<file path="src/rtl/core/gbnp_fifo.sv">
// Two-entry queue of generic words, registered storage.
// No package dependency.
`default_nettype none
module gbnp_fifo #(
	parameter int WIDTH = 8
) (
	input  wire logic             clk,
	input  wire logic             arst_n,
	input  wire logic             wr,
	input  wire logic [WIDTH-1:0] wdata,
	output logic                  full,
	input  wire logic             rd,
	output logic [WIDTH-1:0]      rdata,
	output logic                  empty
);
	logic [WIDTH-1:0] mem_q [2];
	logic             wp_q, rp_q;
	logic [1:0]       cnt_q;
	logic             wr_ok, rd_ok;

	assign full  = cnt_q == 2'd2;
	assign empty = cnt_q == 2'd0;
	assign wr_ok = wr && !full;
	assign rd_ok = rd && !empty;
	assign rdata = mem_q[rp_q];

	// store words
	always_ff @(posedge clk) begin
		if (wr_ok) mem_q[wp_q] <= wdata;
	end

	// advance pointers and count
	always_ff @(posedge clk or negedge arst_n) begin
		if (!arst_n) begin
			wp_q  <= 1'b0;
			rp_q  <= 1'b0;
			cnt_q <= 2'd0;
		end else begin
			if (wr_ok) wp_q <= ~wp_q;
			if (rd_ok) rp_q <= ~rp_q;
			cnt_q <= cnt_q + 2'(wr_ok) - 2'(rd_ok);
		end
	end
endmodule
`default_nettype wire

</file>
<file path="config.mk">
export PLATFORM = sky130hd
export DESIGN_NAME = gbnp_fifo
export DESIGN_NICKNAME = d
export VERILOG_FILES = /design/src/rtl/core/gbnp_fifo.sv
export SDC_FILE = /design/constraint.sdc
export NUM_CORES = 1
export LEC_CHECK = 0
export BUFFER_PORTS_ARGS = -buffer_cell sky130_fd_sc_hd__buf_2
export CAP_MARGIN = 20
export CORE_MARGIN = 4
export CORE_UTILIZATION = 52
export DETAILED_ROUTE_END_ITERATION = 8
export PLACE_DENSITY_LB_ADDON = 0.1
export SETUP_SLACK_MARGIN = 0.4
export SYNTH_ARGS = -nofsm -noshare
export SYNTH_HDL_FRONTEND = slang
export SYNTH_SLANG_ARGS = --single-unit
</file>
<file path="constraint.sdc">
create_clock -name clk -period 4.35 [get_ports clk]
set_input_delay 0.87 -clock clk [delete_from_list [all_inputs] [get_ports clk]]
set_output_delay 0.87 -clock clk [all_outputs]
set_load 0.02 [all_outputs]
</file>
Yosys cells after proc, flatten, opt, wreduce, memory -nomap -nowiden:

Memories as Yosys holds them, arrays and structs flattened.
Cells that the tools add are included.

* register bits: 4
* RAM bits: 16
* input bits: 12
* output and inout bits: 10
* word-level logic and storage cells: 16
* memories: 1

Memories
* mem_q: words 2, bits a word 8, read ports 1, clocked after memory_dff 0, wr ports 1, line 16 `logic [WIDTH-1:0] mem_q [2];`

* add/sub/neg operators: 2
* equality and inequality tests: 1
* multiplexer cells: 2
* bitwise gates (word level): 2
* reduce and logical (&&, ||, !) cells: 5

Operators with widths (number)
* adder 2 x 1 -> 2 bit: 1
* equality test 2 bit (second input constant): 1
* logical AND 1 bit: 2
* logical NOT 1 bit: 2
* logical NOT 2 bit: 1
* two-way mux 1 bit: 2
* inverter 1 bit: 2
* subtractor 2 x 1 -> 2 bit: 1

Depth between registers and ports, before layout:

* word-level depth: 5
* mapped depth: 7
* depth with buffers taken out: 7

Worst setup path before layout:

OpenSTA, ideal clock, no wires.

* kind: input-to-reg
* start: input rd
* end: register cnt_q[1]
* library setup time: 0.123 ns
* data arrival time: 1.744 ns
* data required time: 4.227 ns
* setup slack: 2.483 ns
* cell stages on the path: 6
* path buffers: 0
* cells stage by stage: nor2b_2 -> ha_1 -> inv_1 -> ha_1 -> xnor2_1 -> xnor2_1

* word-level cells in the longest chain between the ends: 2

Ends and longest elaborated chain
* from (decl): line 12 `input wire logic rd,`
* logical AND 1 bit: line 24 `assign rd_ok = rd && !empty;`
* subtractor 2 x 1 -> 2 bit: line 41 `cnt_q <= cnt_q + 2'(wr_ok) - 2'(rd_ok);`
* to (signal assigned): line 41
* to (decl): line 18 `logic [1:0] cnt_q;`

Every way passes these cells.
A chain may end at the register's enable or synchronous reset.

Worst setup path in the final report:

* start: register rp_q
* end: output rdata[1]

* word-level cells in the longest chain between the ends: 1

Ends and longest elaborated chain
* from (decl): line 17 `logic wp_q, rp_q;`
* from (signal assigned): line 40 `if (rd_ok) rp_q <= ~rp_q;`
* memory read (2 x 8 bit)
* to (decl): line 13 `output logic [WIDTH-1:0] rdata,`

Every way passes these cells.

==> flow_summary.ini <==
[detailed_routing]
vias = 422
post-route-drc-count = 0
routed_wirelength_um = 1190
vias_per_cell = 5.15
drtAntennaViolNets = 0
initialDrtViolationCount = 9
post_drt_wl_per_cell_um = 14.5
firstDrtPassIters = 4

[finish]
final_common_cell = buf_2
drive_gt1_share_pct = 49.3
antenna_cells = 0
final_nets = 82
n_fill_cell = 92
layout_common_cells = 21 x buf_2, 16 x edfxtp_1, 8 x mux2_2
area_growth_pct = 18.7
fin_cells = 82

[global_routing]
met2_usage_pct = 22.8
grt.busiest_layer = met2
met1_usage_pct = 14.7
grt_pass1_wl_um = 1930
antenna_found_initial = 0
grt_usage_pct = 12.7
grt_start_max_net_pins = 12
grt_pass1_vias = 429
grt_overflow = 0
grt_util_met3_pct = 3.52

[critical_path]
reg2reg_depth = 3
critPathTopFamily = flip-flops
cp_slowest_stage_delay_ps = 590
cp_data_arrival_time_ps = 1420
crit_buf_inv = 1
path_cells = mux2_2, buf_2
start_kind = register
path_max_fanout = 9
cpMaxStageDelayCell = dfrtp_1
r2r_slack_ps = 2770
cp_data_required_time_ps = 3480
endpoint_kind = output port
worstSetupPathType = reg -> out
worst-path-stages = 2

[place]
pre_cts_slack_ps = 2340
gp_congestion = 0.729
portBuffers = 21
dp.cells = 78
dpl.hpwl_um = 914

[power_and_ir_drop]
p_leak_uw = 0.000384
p_int_uw = 405
switching_share_pct = 34.8
ir_drop_v = 0.000396
p_switching_uw = 216
p_per_area_nw_per_um2 = 675
combPwrFrac_pct = 36.9
power_frac_clock_pct = 14.0
p_seq_share_pct = 49.1

[floorplanning]
die-area_um2 = 2170
ios = 22
rows = 13
coreArea_um2 = 1350
die_h_um = 46.6
start_util_pct = 57.5
fp.dieW_um = 46.6

[sta]
slew_headroom_pct = 54.1
finalWorstSetupSlack_ps = 2060
fmax_ghz = 0.438
clock_skew_ps = 8.39
finalCritPeriodShare_pct = 52.5
finalSetupViolCount = 0
setup-tns-final_ps = 0
fin_crit_ps = 2290
hold_viol_final = 0
worst_pin_slew_ps = 686
rsz0062_at_grt = no
drv_slew = 0

[hold_path]
hold_path.class = in -> async

[cts]
clk_latency_ps = 290
cts-root-buf = clkbuf_4
htreeDepth = 1
post_cts_buffers = 0
cts_sinks = 20
cts_tree = done
cts.path.max_buffers = 2
cts.repair.resized = 0
cts_buffers = 3
clk_pin_slew_ps = 110
hold_buffers = 0

[yosys]
synth_cells = 43
synth_cell_type_count = 13
ys_seq_area_share_pct = 74.8
synth.area.mux_share_pct = 11.6
yosys_warnings = 0
netlist_area_um2 = 776
yosysTopAreaCell = edfxtp_1
ys_top_cells_by_area = edfxtp_1 62%, dfrtp_1 13%, mux2_2 12%
syn-num-nets = 57
synth_compound_area_share_pct = 0
synth_fa_ha_area_share_pct = 3.23
synth-xor-area-share_pct = 4.52
synth_top_area_share_pct = 61.9
synth_seq_cells = 20
synth_area_per_cell_um2 = 18.0
synth_top_family_by_area = multiplexers
synth-simple-area-share_pct = 4.19

[run_status]
status = completed

[run]
drv_cap = 0
-- worst paths after layout --
path                                to  startpoint
max reg2reg                mem_q[0][3]    cnt_q[1]
max in group asynchronous         wp_q      arst_n
min in group clk                  wp_q        wp_q
max                           rdata[1]        rp_q
min reg2reg                       wp_q        wp_q
min                           cnt_q[1]      arst_n
-- cell families (layout without fill, tap and decap cells) --
logic type | count (synthesis) | in the layout
xor+xnor | 4 | 4
fa+ha+maj | 2 | 2
buf+inv | 3 | 27
flops | 20 | 20
mux | 8 | 8
simple gates | 6 | 6
-- cell usage after synthesis --
cell	count
and3_1	1
nand2_1	1
dfrtp_1	4
xnor2_1	3
edfxtp_1	16
nand2b_1	1
buf_2	1
xor2_1	1
mux2_2	8
nor2_1	2
ha_1	2
inv_1	2
nor2b_2	1
-- stage by stage --
step	instance area, um^2	utilization, %	total power, uW	hold slack, ps
2_1_floorplan	776	-	473	461
3_3_place_gp	895	66.3	535	484
3_5_place_dp	895	66.3	545	490
4_1_cts	921	68.2	628	360
5_1_grt	921	68.2	660	344
6_report	921	68.2	621	364
-- area by class of cell --
| cell class | instances | area [um^2] | share of cell area (%) |
|---|---|---|---|
| clock buffer | 4 | 26.3 | 2.85 |
| inverter | 2 | 7.51 | 0.815 |
| multi-input combinational | 20 | 183 | 19.8 |
| sequential | 20 | 581 | 63.0 |
| tap | 15 | 18.8 | 2.04 |
| timing repair buffer | 21 | 105 | 11.4 |
-- power groups by stage --
stage	sequential, uW	combinational, uW	clock (uW)
3_3_place_gp	307	228	0
4_1_cts	306	234	87.6
2_1_floorplan	286	187	0
5_1_grt	311	251	98.6
3_5_place_dp	310	235	0
6_report	305	230	86.8
-- per-layer routing --
metal,wire length [um],share of wire (%),vias to the layer above
met4,0,0,0
li1,-,-,205
met2,645,54,14
met5,0,0,-
met1,493,41,203
met3,53,4.4,0
-- flip-flops by register name, summed over array words and instances, names as in the netlist --
signal  cells
mem_q      16
cnt_q       2
rp_q        1
wp_q        1
Note: power is estimated with default switching activity, not from simulation.
