**src/rtl/core/gbnp_pkg.sv**
```systemverilog
// Shared types, constants and helpers for the grid bucket nearest point block.
// No dependencies; every other file in rtl/core but gbnp_fifo imports this package.
`default_nettype none
package gbnp_pkg;
	localparam int MAX_POINTS = 1024;
	localparam int PIDX_W     = 10;
	localparam int CNT_W      = PIDX_W + 1;
	localparam int GRID_DIM   = 16;
	localparam int CELL_COUNT = GRID_DIM * GRID_DIM * GRID_DIM;
	localparam int CELL_W     = 12;
	localparam int CFG_IDX_W  = 3;
	localparam int CLIP_HI    = GRID_DIM + 1;

	// input operations
	localparam logic OP_LOAD  = 1'b0;
	localparam logic OP_QUERY = 1'b1;

	// result status codes
	localparam logic [2:0] ST_STORED  = 3'd0;
	localparam logic [2:0] ST_FOUND   = 3'd1;
	localparam logic [2:0] ST_NONE    = 3'd2;
	localparam logic [2:0] ST_OUTSIDE = 3'd3;
	localparam logic [2:0] ST_FULL    = 3'd4;

	// register indexes
	localparam logic [CFG_IDX_W-1:0] REG_ORIGIN_X   = 3'd0;
	localparam logic [CFG_IDX_W-1:0] REG_ORIGIN_Y   = 3'd1;
	localparam logic [CFG_IDX_W-1:0] REG_ORIGIN_Z   = 3'd2;
	localparam logic [CFG_IDX_W-1:0] REG_SIZE_X     = 3'd3;
	localparam logic [CFG_IDX_W-1:0] REG_SIZE_Y     = 3'd4;
	localparam logic [CFG_IDX_W-1:0] REG_SIZE_Z     = 3'd5;
	localparam logic [CFG_IDX_W-1:0] REG_GRID_CELLS = 3'd6;

	localparam logic [30:0] SIZE_RESET = 31'd65536;
	localparam logic [11:0] GRID_RESET = 12'd4095;

	typedef logic signed [5:0] ccoord_t;

	typedef struct packed {
		logic signed [31:0] origin_x;
		logic signed [31:0] origin_y;
		logic signed [31:0] origin_z;
		logic [30:0]        size_x;
		logic [30:0]        size_y;
		logic [30:0]        size_z;
		logic [11:0]        grid_cells;
	} cfg_t;

	typedef struct packed {
		logic               op;
		logic signed [31:0] x;
		logic signed [31:0] y;
		logic signed [31:0] z;
		ccoord_t            ci;
		ccoord_t            cj;
		ccoord_t            ck;
		logic               in_grid;
	} item_t;

	typedef struct packed {
		logic [2:0]        status;
		logic [PIDX_W-1:0] index;
	} result_t;

	typedef struct packed {
		logic [CNT_W-1:0]  fill;
		logic [PIDX_W-1:0] last;
		logic [PIDX_W-1:0] first;
	} cell_t;

	// cells along one axis from its 4-bit field
	function automatic logic [4:0] axis_dim(input logic [3:0] f);
		return {1'b0, f} + 5'd1;
	endfunction

	// true when a signed cell coordinate lies in 0..n-1
	function automatic logic in_axis(input logic [6:0] c, input logic [4:0] n);
		return !c[6] && (c[5:0] < {1'b0, n});
	endfunction

	// linear cell number x + nx*y + nx*ny*z
	function automatic logic [CELL_W-1:0] cell_index(input logic [3:0] a, input logic [3:0] b,
			input logic [3:0] c, input logic [4:0] nx, input logic [4:0] ny);
		logic [13:0] s;
		s = 14'(a) + 14'(nx) * 14'(b) + 14'(nx) * 14'(ny) * 14'(c);
		return s[CELL_W-1:0];
	endfunction
endpackage
`default_nettype wire

```
**src/rtl/core/gbnp_div.sv**
```systemverilog
// Restoring divider for one axis: floor((coord - origin) / size), one bit a cycle,
// clipped to the range that matters for the grid. Depends on gbnp_pkg.
`default_nettype none
module gbnp_div (
	input  wire logic               clk,
	input  wire logic               arst_n,
	input  wire logic               start,
	input  wire logic signed [31:0] coord,
	input  wire logic signed [31:0] origin,
	input  wire logic [30:0]        size,
	output logic                    busy,
	output gbnp_pkg::ccoord_t       bucket
);
	import gbnp_pkg::*;

	logic [32:0]        quo_q;
	logic [30:0]        rem_q, div_q;
	logic               neg_q, busy_q;
	logic [5:0]         step_q;
	logic signed [32:0] diff;
	logic [32:0]        mag;
	logic [31:0]        trial;
	logic               take;

	assign diff  = 33'(coord) - 33'(origin);
	assign mag   = diff[32] ? 33'(-diff) : diff;
	assign trial = {rem_q, quo_q[32]};
	assign take  = trial >= {1'b0, div_q};
	assign busy  = busy_q;

	// shift one dividend bit per cycle
	always_ff @(posedge clk) begin
		if (start) begin
			quo_q <= mag;
			rem_q <= '0;
			div_q <= (size == 31'd0) ? 31'd1 : size;
			neg_q <= diff[32];
		end else if (busy_q) begin
			rem_q <= take ? 31'(trial - {1'b0, div_q}) : trial[30:0];
			quo_q <= {quo_q[31:0], take};
		end
	end

	always_ff @(posedge clk or negedge arst_n) begin
		if (!arst_n) begin
			busy_q <= 1'b0;
			step_q <= '0;
		end else if (start) begin
			busy_q <= 1'b1;
			step_q <= '0;
		end else if (busy_q) begin
			step_q <= step_q + 6'd1;
			if (step_q == 6'd32) busy_q <= 1'b0;
		end
	end

	// floor and clip: anything two cells outside acts the same
	always_comb begin
		if (!neg_q) begin
			bucket = (quo_q >= 33'(CLIP_HI)) ? ccoord_t'(CLIP_HI) : ccoord_t'(quo_q[5:0]);
		end else if (quo_q >= 33'd2 || (quo_q == 33'd1 && rem_q != '0)) begin
			bucket = -6'sd2;
		end else if (quo_q == 33'd1 || rem_q != '0) begin
			bucket = -6'sd1;
		end else begin
			bucket = 6'sd0;
		end
	end
endmodule
`default_nettype wire

```
**src/rtl/core/gbnp_front.sv**
```systemverilog
// Front end: accepts words, finds the cell of each point and queues it for the back end.
// Depends on gbnp_pkg and gbnp_div.
`default_nettype none
module gbnp_front (
	input  wire logic               clk,
	input  wire logic               arst_n,
	input  gbnp_pkg::cfg_t          cfg,
	input  wire logic               push,
	output logic                    full,
	input  wire logic               op,
	input  wire logic signed [31:0] coord_x,
	input  wire logic signed [31:0] coord_y,
	input  wire logic signed [31:0] coord_z,
	input  wire logic               clearing,
	output logic                    mid_push,
	output gbnp_pkg::item_t         mid_item,
	input  wire logic               mid_full
);
	import gbnp_pkg::*;

	localparam logic [1:0] F_IDLE = 2'd0;
	localparam logic [1:0] F_DIV  = 2'd1;
	localparam logic [1:0] F_PUSH = 2'd2;

	logic [1:0]         state_q;
	logic               op_q;
	logic signed [31:0] x_q, y_q, z_q;
	logic               accept;
	logic               busy_x, busy_y, busy_z;
	ccoord_t            cell_x, cell_y, cell_z;

	assign full   = (state_q != F_IDLE) || clearing;
	assign accept = push && !full;

	gbnp_div u_div_x (.clk, .arst_n, .start(accept), .coord(coord_x), .origin(cfg.origin_x),
		.size(cfg.size_x), .busy(busy_x), .bucket(cell_x));
	gbnp_div u_div_y (.clk, .arst_n, .start(accept), .coord(coord_y), .origin(cfg.origin_y),
		.size(cfg.size_y), .busy(busy_y), .bucket(cell_y));
	gbnp_div u_div_z (.clk, .arst_n, .start(accept), .coord(coord_z), .origin(cfg.origin_z),
		.size(cfg.size_z), .busy(busy_z), .bucket(cell_z));

	// hold the accepted word
	always_ff @(posedge clk) begin
		if (accept) begin
			op_q <= op;
			x_q  <= coord_x;
			y_q  <= coord_y;
			z_q  <= coord_z;
		end
	end

	// classify and hand over
	always_comb begin
		mid_item.op      = op_q;
		mid_item.x       = x_q;
		mid_item.y       = y_q;
		mid_item.z       = z_q;
		mid_item.ci      = cell_x;
		mid_item.cj      = cell_y;
		mid_item.ck      = cell_z;
		mid_item.in_grid = in_axis({cell_x[5], cell_x}, axis_dim(cfg.grid_cells[3:0]))
			&& in_axis({cell_y[5], cell_y}, axis_dim(cfg.grid_cells[7:4]))
			&& in_axis({cell_z[5], cell_z}, axis_dim(cfg.grid_cells[11:8]));
	end
	assign mid_push = (state_q == F_PUSH) && !mid_full;

	always_ff @(posedge clk or negedge arst_n) begin
		if (!arst_n) begin
			state_q <= F_IDLE;
		end else begin
			unique case (state_q)
				F_IDLE: if (accept) state_q <= F_DIV;
				F_DIV:  if (!busy_x && !busy_y && !busy_z) state_q <= F_PUSH;
				F_PUSH: if (!mid_full) state_q <= F_IDLE;
				default: state_q <= F_IDLE;
			endcase
		end
	end
endmodule
`default_nettype wire

```
**config.mk**
```make
export PLATFORM = sky130hd
export DESIGN_NAME = gbnp_front
export DESIGN_NICKNAME = d
export VERILOG_FILES = /design/src/rtl/core/gbnp_pkg.sv /design/src/rtl/core/gbnp_div.sv /design/src/rtl/core/gbnp_front.sv
export SDC_FILE = /design/constraint.sdc
export NUM_CORES = 1
export LEC_CHECK = 0
export BUFFER_PORTS_ARGS = -buffer_cell sky130_fd_sc_hd__buf_2
export CORE_ASPECT_RATIO = 0.9
export CORE_MARGIN = 3
export CORE_UTILIZATION = 64
export DETAILED_ROUTE_END_ITERATION = 10
export GPL_ROUTABILITY_DRIVEN = 0
export HOLD_SLACK_MARGIN = 0.15
export PLACE_DENSITY = 0.95
export REMOVE_ABC_BUFFERS = 1
export SYNTH_ARGS = -nofsm -noshare
export SYNTH_HDL_FRONTEND = slang
export SYNTH_HIERARCHICAL = 1
export SYNTH_SLANG_ARGS = --single-unit
export TNS_END_PERCENT = 100
```
**constraint.sdc**
```tcl
create_clock -name clk -period 28.9 [get_ports clk]
set_input_delay 4.335 -clock clk [delete_from_list [all_inputs] [get_ports clk]]
set_output_delay 4.335 -clock clk [all_outputs]
set_load 0.01 [all_outputs]
```
[Word-level counts from Yosys, hierarchy flattened]
Cells that the tools add are included.
Word-level totals
  bits in registers: 408
  input bits: 303
  output and inout bits: 118
Cells by class
  add/subtract/negate cells: 15
  magnitude comparators: 12
  equality and inequality tests: 11
  muxes and demuxes: 43
  reductions and logical operators: 39
Operators by type and width (number)
  33-bit two-way mux: 9
  6-bit two-way mux: 18
  33-bit by 1-bit == test with 1-bit output, second input constant: 3
  33-bit by 2-bit >= comparator with 1-bit output, second input constant: 3
  33-bit by 5-bit >= comparator with 1-bit output, second input constant: 3
  33-bit negation: 3
  32-bit by 32-bit subtractor with 33-bit output: 3
  32-bit by 31-bit >= comparator with 1-bit output: 3
  31-bit logical NOT: 3
  31-bit two-way mux: 3
  31-bit nonzero test: 3
  31-bit subtractor: 3
  6-bit by 1-bit adder with 6-bit output, second input constant: 3
  6-bit == test, second input constant: 3
  6-bit by 5-bit < comparator with 1-bit output: 3
  4-bit by 1-bit adder with 5-bit output, second input constant: 3
  1-bit logical AND: 12
  1-bit two-way mux: 9
  1-bit logical NOT: 8
  2-bit nonzero test: 4
  1-bit logical OR: 7
  2-bit two-way mux: 3
  2-bit != test, second input constant: 3
  2-bit one-hot mux with 3 select lines: 1
  4 further kinds: 4

[Logic depth before layout (Yosys ltp)]
  depth after elaboration: 9
  gate-level depth with buffers: 15
  depth with buffers taken out: 14

[Hierarchy]
Netlist, hierarchy kept.
Modules (own cells, without submodules)
  gbnp_div: times used 3, cells each 1127, area an instance 9323.9 um2
  gbnp_front: times used 1, cells each 158, area an instance 3437.0 um2

[Least setup slack after synthesis]
No wires, ideal clock.
  path type: in2reg
  start point: input port clearing
  end point: register u_div_x.quo_q[0], enable pin
  setup time: 0.391 ns
  arrival: 14.353 ns
  required time: 28.509 ns
  setup slack: 14.156 ns
  stages on the path: 6
  cell sequence: or3_1 nor2_1 clkbuf_1 inv_1 clkbuf_1 nand2_1
On the way
  word-level cells in the longest chain between the ends: 4
RTL lines
  start, declared: line gbnp_front.sv:14  | input wire logic clearing,
  1-bit logical OR: line gbnp_front.sv:32  | assign full = (state_q != F_IDLE) || clearing;
  1-bit logical NOT: line gbnp_front.sv:33  | assign accept = push && !full;
  1-bit logical AND: line gbnp_front.sv:33
  named net accept: line gbnp_front.sv:28  | logic accept;
  2-bit nonzero test (no line)
  end signal, assigned: line gbnp_div.sv:34  | quo_q <= mag;
  end signal, assigned: line gbnp_div.sv:40  | quo_q <= {quo_q[31:0], take};
  end, declared: line gbnp_div.sv:16  | logic [32:0] quo_q;
The timed path passes the listed nets, and every way through them passes these cells.
A chain may end at the register's enable or synchronous reset.

==> out/results.ini <==
[worst_setup_path]
startpoint_type=input pin
rr_startpoint=u_div_x/quo_q[32]
path_max_fanout=3
worstPathArrival_ns=5.92
r2r_slack_ns=24.25
cp-startpoint=cfg[1]
crit_required_ns=24.57
crit_path_end_kind=primary output
worstRegToRegCells=13
endpoint=mid_item[0]
timing.rr.end=u_div_x/rem_q[11]
critPathKind=in2out

[die]
die_y_um=216
die_w_um=240
die_area_mm2=0.0518
initial_core_util=0.651
rows=76
ios=421
core_region_area_mm2=0.0482

[global_routing]
grt_start_max_net_pins=197
antenna_found_initial=12
overflow=0
grt_pass1_vias=27200
grt_use_total=0.325
grt_pass1_wl_mm=138

[route]
drt_iter0_drc=3426
vias_per_cell=6.53
drc=0
wl_met1_mm=34.6
vias=29100
wl_mm=87.8
dr_wl_met2_mm=40.0
wl_per_cell_um=19.7
ant_nets=0
top_layer_used=met5
dr.pass1.iters=9
wl_met3_mm=8.59

[yosys]
yosys.cell_types.count=92
async_reset_ff_frac=0.0564
synth.yosys.seq_area_share=0.357
synth_edf_count=292
netlist_area_mm2=0.0314
ys.flop_type=edfxtp_1
syn_inst=3539
ys_warn_count=6
syn-mean-instance-area_um2=8.88
ys_ff_latch=408

[placement]
portBuffers=420
pre_cts_slack_ns=18.65
hpwl_mm=65.7

[sta]
post-route-min-period_ns=10.25
tightest_slew_ns=1.12
slew_headroom=0.254
fin_hold_ws_ns=0.521
rsz0062_at_grt=false
setup-violations-final=0
worst_slack_ns=18.65
fmax_mhz=97.5
clock_skew_ns=0.0132
setup_tns_ns=0
hold_viol_final=0
drv_slew=0
min_period_over_period=0.355

[layout]
synthToLayoutAreaGrowth_pct=11.2
fin_nets=4312
drive_gt1_frac=0.158
fill_cells=3337

[clock_network]
post-cts-setup-buffer-count=0
cts_tree=built
cts_inserted_buffers=44
postCtsHoldBufs=0
clock_sinks=408
ctsResizeCount=0
cts_root_buf=clkbuf_16
cts.htree.levels=2
clk_pin_slew_ns=0.06
clock_latency_ns=0.58
cts_max_path_buffers=3

[outcome]
status=completed

[power_and_ir_drop]
leakage_nw=14.8
ir_worst_vdd_mv=0.0584
pwr_density_cell_mw_per_mm2=90.1

[job]
drv_cap=0

[worst_hold_path]
hold_class=reg2reg

-- sequential cells by signal, indices dropped and copies added (netlist names), 32 cells and up --
signal and cells:
z_q 32, u_div_y/quo_q 33, u_div_z/quo_q 33, x_q 32, y_q 32, u_div_x/quo_q 33
-- Yosys cell counts, drive strengths merged, types with 15 or more instances --
| library cell | n | area [um^2] |
|---|---|---|
| a211oi | 129 | 1020 |
| a21boi | 15 | 124 |
| a21o | 87 | 653 |
| a21oi | 270 | 1360 |
| a31oi | 30 | 188 |
| and2 | 27 | 169 |
| and3 | 30 | 188 |
| buf | 37 | 206 |
| clkbuf | 189 | 713 |
| dfrtp | 23 | 576 |
| dfxtp | 93 | 1860 |
| edfxtp | 292 | 8770 |
| ha | 213 | 2670 |
| inv | 269 | 1010 |
| mux2 | 21 | 236 |
| mux2i | 87 | 871 |
| nand2 | 226 | 856 |
| nand2b | 42 | 285 |
| nand3 | 63 | 330 |
| nand4 | 83 | 519 |
| nor2 | 371 | 1410 |
| nor2b | 33 | 206 |
| nor3 | 68 | 379 |
| nor4 | 81 | 589 |
| o2111ai | 18 | 158 |
| o211ai | 39 | 293 |
| o21a | 36 | 270 |
| o21ai | 142 | 722 |
| o21bai | 24 | 180 |
| o31ai | 36 | 270 |
| o41ai | 15 | 255 |
| or3 | 31 | 194 |
| xnor2 | 153 | 1340 |
| xor2 | 63 | 552 |
-- cell type report --
cell class / count / area, um^2 / area share
flip-flops and latches: 408 / 11200 / 0.321
multi-input cells: 2636 / 18300 / 0.524
inverters: 269 / 1010 / 0.0289
diodes: 9 / 22.5 / 0.000645
clock buffers: 56 / 1210 / 0.0346
well taps: 624 / 781 / 0.0224
repair buffers: 431 / 2200 / 0.0629
clock inverters: 24 / 211 / 0.00606
-- kinds of logic after synthesis --
| logic type | synth area share |
|---|---|
| AO/OA/AOI/OAI | 0.215 |
| XOR/XNOR | 0.0602 |
| adder cells (fa/ha/maj) | 0.0887 |
| buffers and inverters | 0.0614 |
| flip-flops | 0.357 |
| multiplexers | 0.0353 |
| AND/OR/NAND/NOR | 0.183 |
-- how the worst min path moves through the flow --
stage	startpoint	cells after the start	slack, ns	to
6_report	u_div_y/rem_q[24]	2	0.52	u_div_y/rem_q[24]
5_1_grt	u_div_y/rem_q[24]	2	0.55	u_div_y/rem_q[24]
4_1_cts	u_div_x/rem_q[1]	2	0.52	u_div_x/rem_q[1]
3_5_place_dp	u_div_x/rem_q[1]	2	0.50	u_div_x/rem_q[1]
3_3_place_gp	u_div_z/rem_q[1]	2	0.50	u_div_z/rem_q[1]
2_1_floorplan	u_div_x/rem_q[1]	2	0.47	u_div_x/rem_q[1]
-- routing by layer --
layer	up-vias	track usage
li1	13500	-
met1	13500	0.424
met2	1734	0.518
met3	315	0.0673
met4	6	0.159
met5	-	0
-- metrics by stage --
step / cells / power [mW] / util / cell area (um^2)
6_report: 4457 / 3.15 / 0.724 / 34900
5_1_grt: 4456 / 3.35 / 0.724 / 34900
4_1_cts: 4448 / 3.11 / 0.724 / 34900
3_5_place_dp: 4368 / 2.53 / 0.694 / 33500
3_3_place_gp: 4368 / 2.45 / 0.694 / 33500
2_1_floorplan: 3313 / 2.21 / - / 30500
-- power by group --
part | switching [mW] | internal [mW] | leakage (nW)
clock | 0.239 | 0.330 | 0.693
sequential | 0.158 | 0.864 | 3.80
combinational | 0.900 | 0.656 | 10.3
-- layout by cell type, fill, tap and decap left out, types with 93 or more instances in the layout --
master    synthesis  final
buf_2            15    420
nor2_1          365    364
edfxtp_1        292    292
inv_1           269    269
a21oi_1         267    267
nand2_1         223    223
ha_1            213    213
xnor2_1         153    153
a211oi_1        123    123
o21ai_0         118    118
dfxtp_1          93     93
-- critical path: stages --
cell and delay, ns:
buf_2 0.14, ha_1 0.20, nand3_1 0.10, ha_1 0.27
nor2b_1 0.16, a222oi_1 0.34, nand4_1 0.14, nor2_1 0.11
buf_2 0.13
No activity file was read; power rests on OpenSTA's default activity.
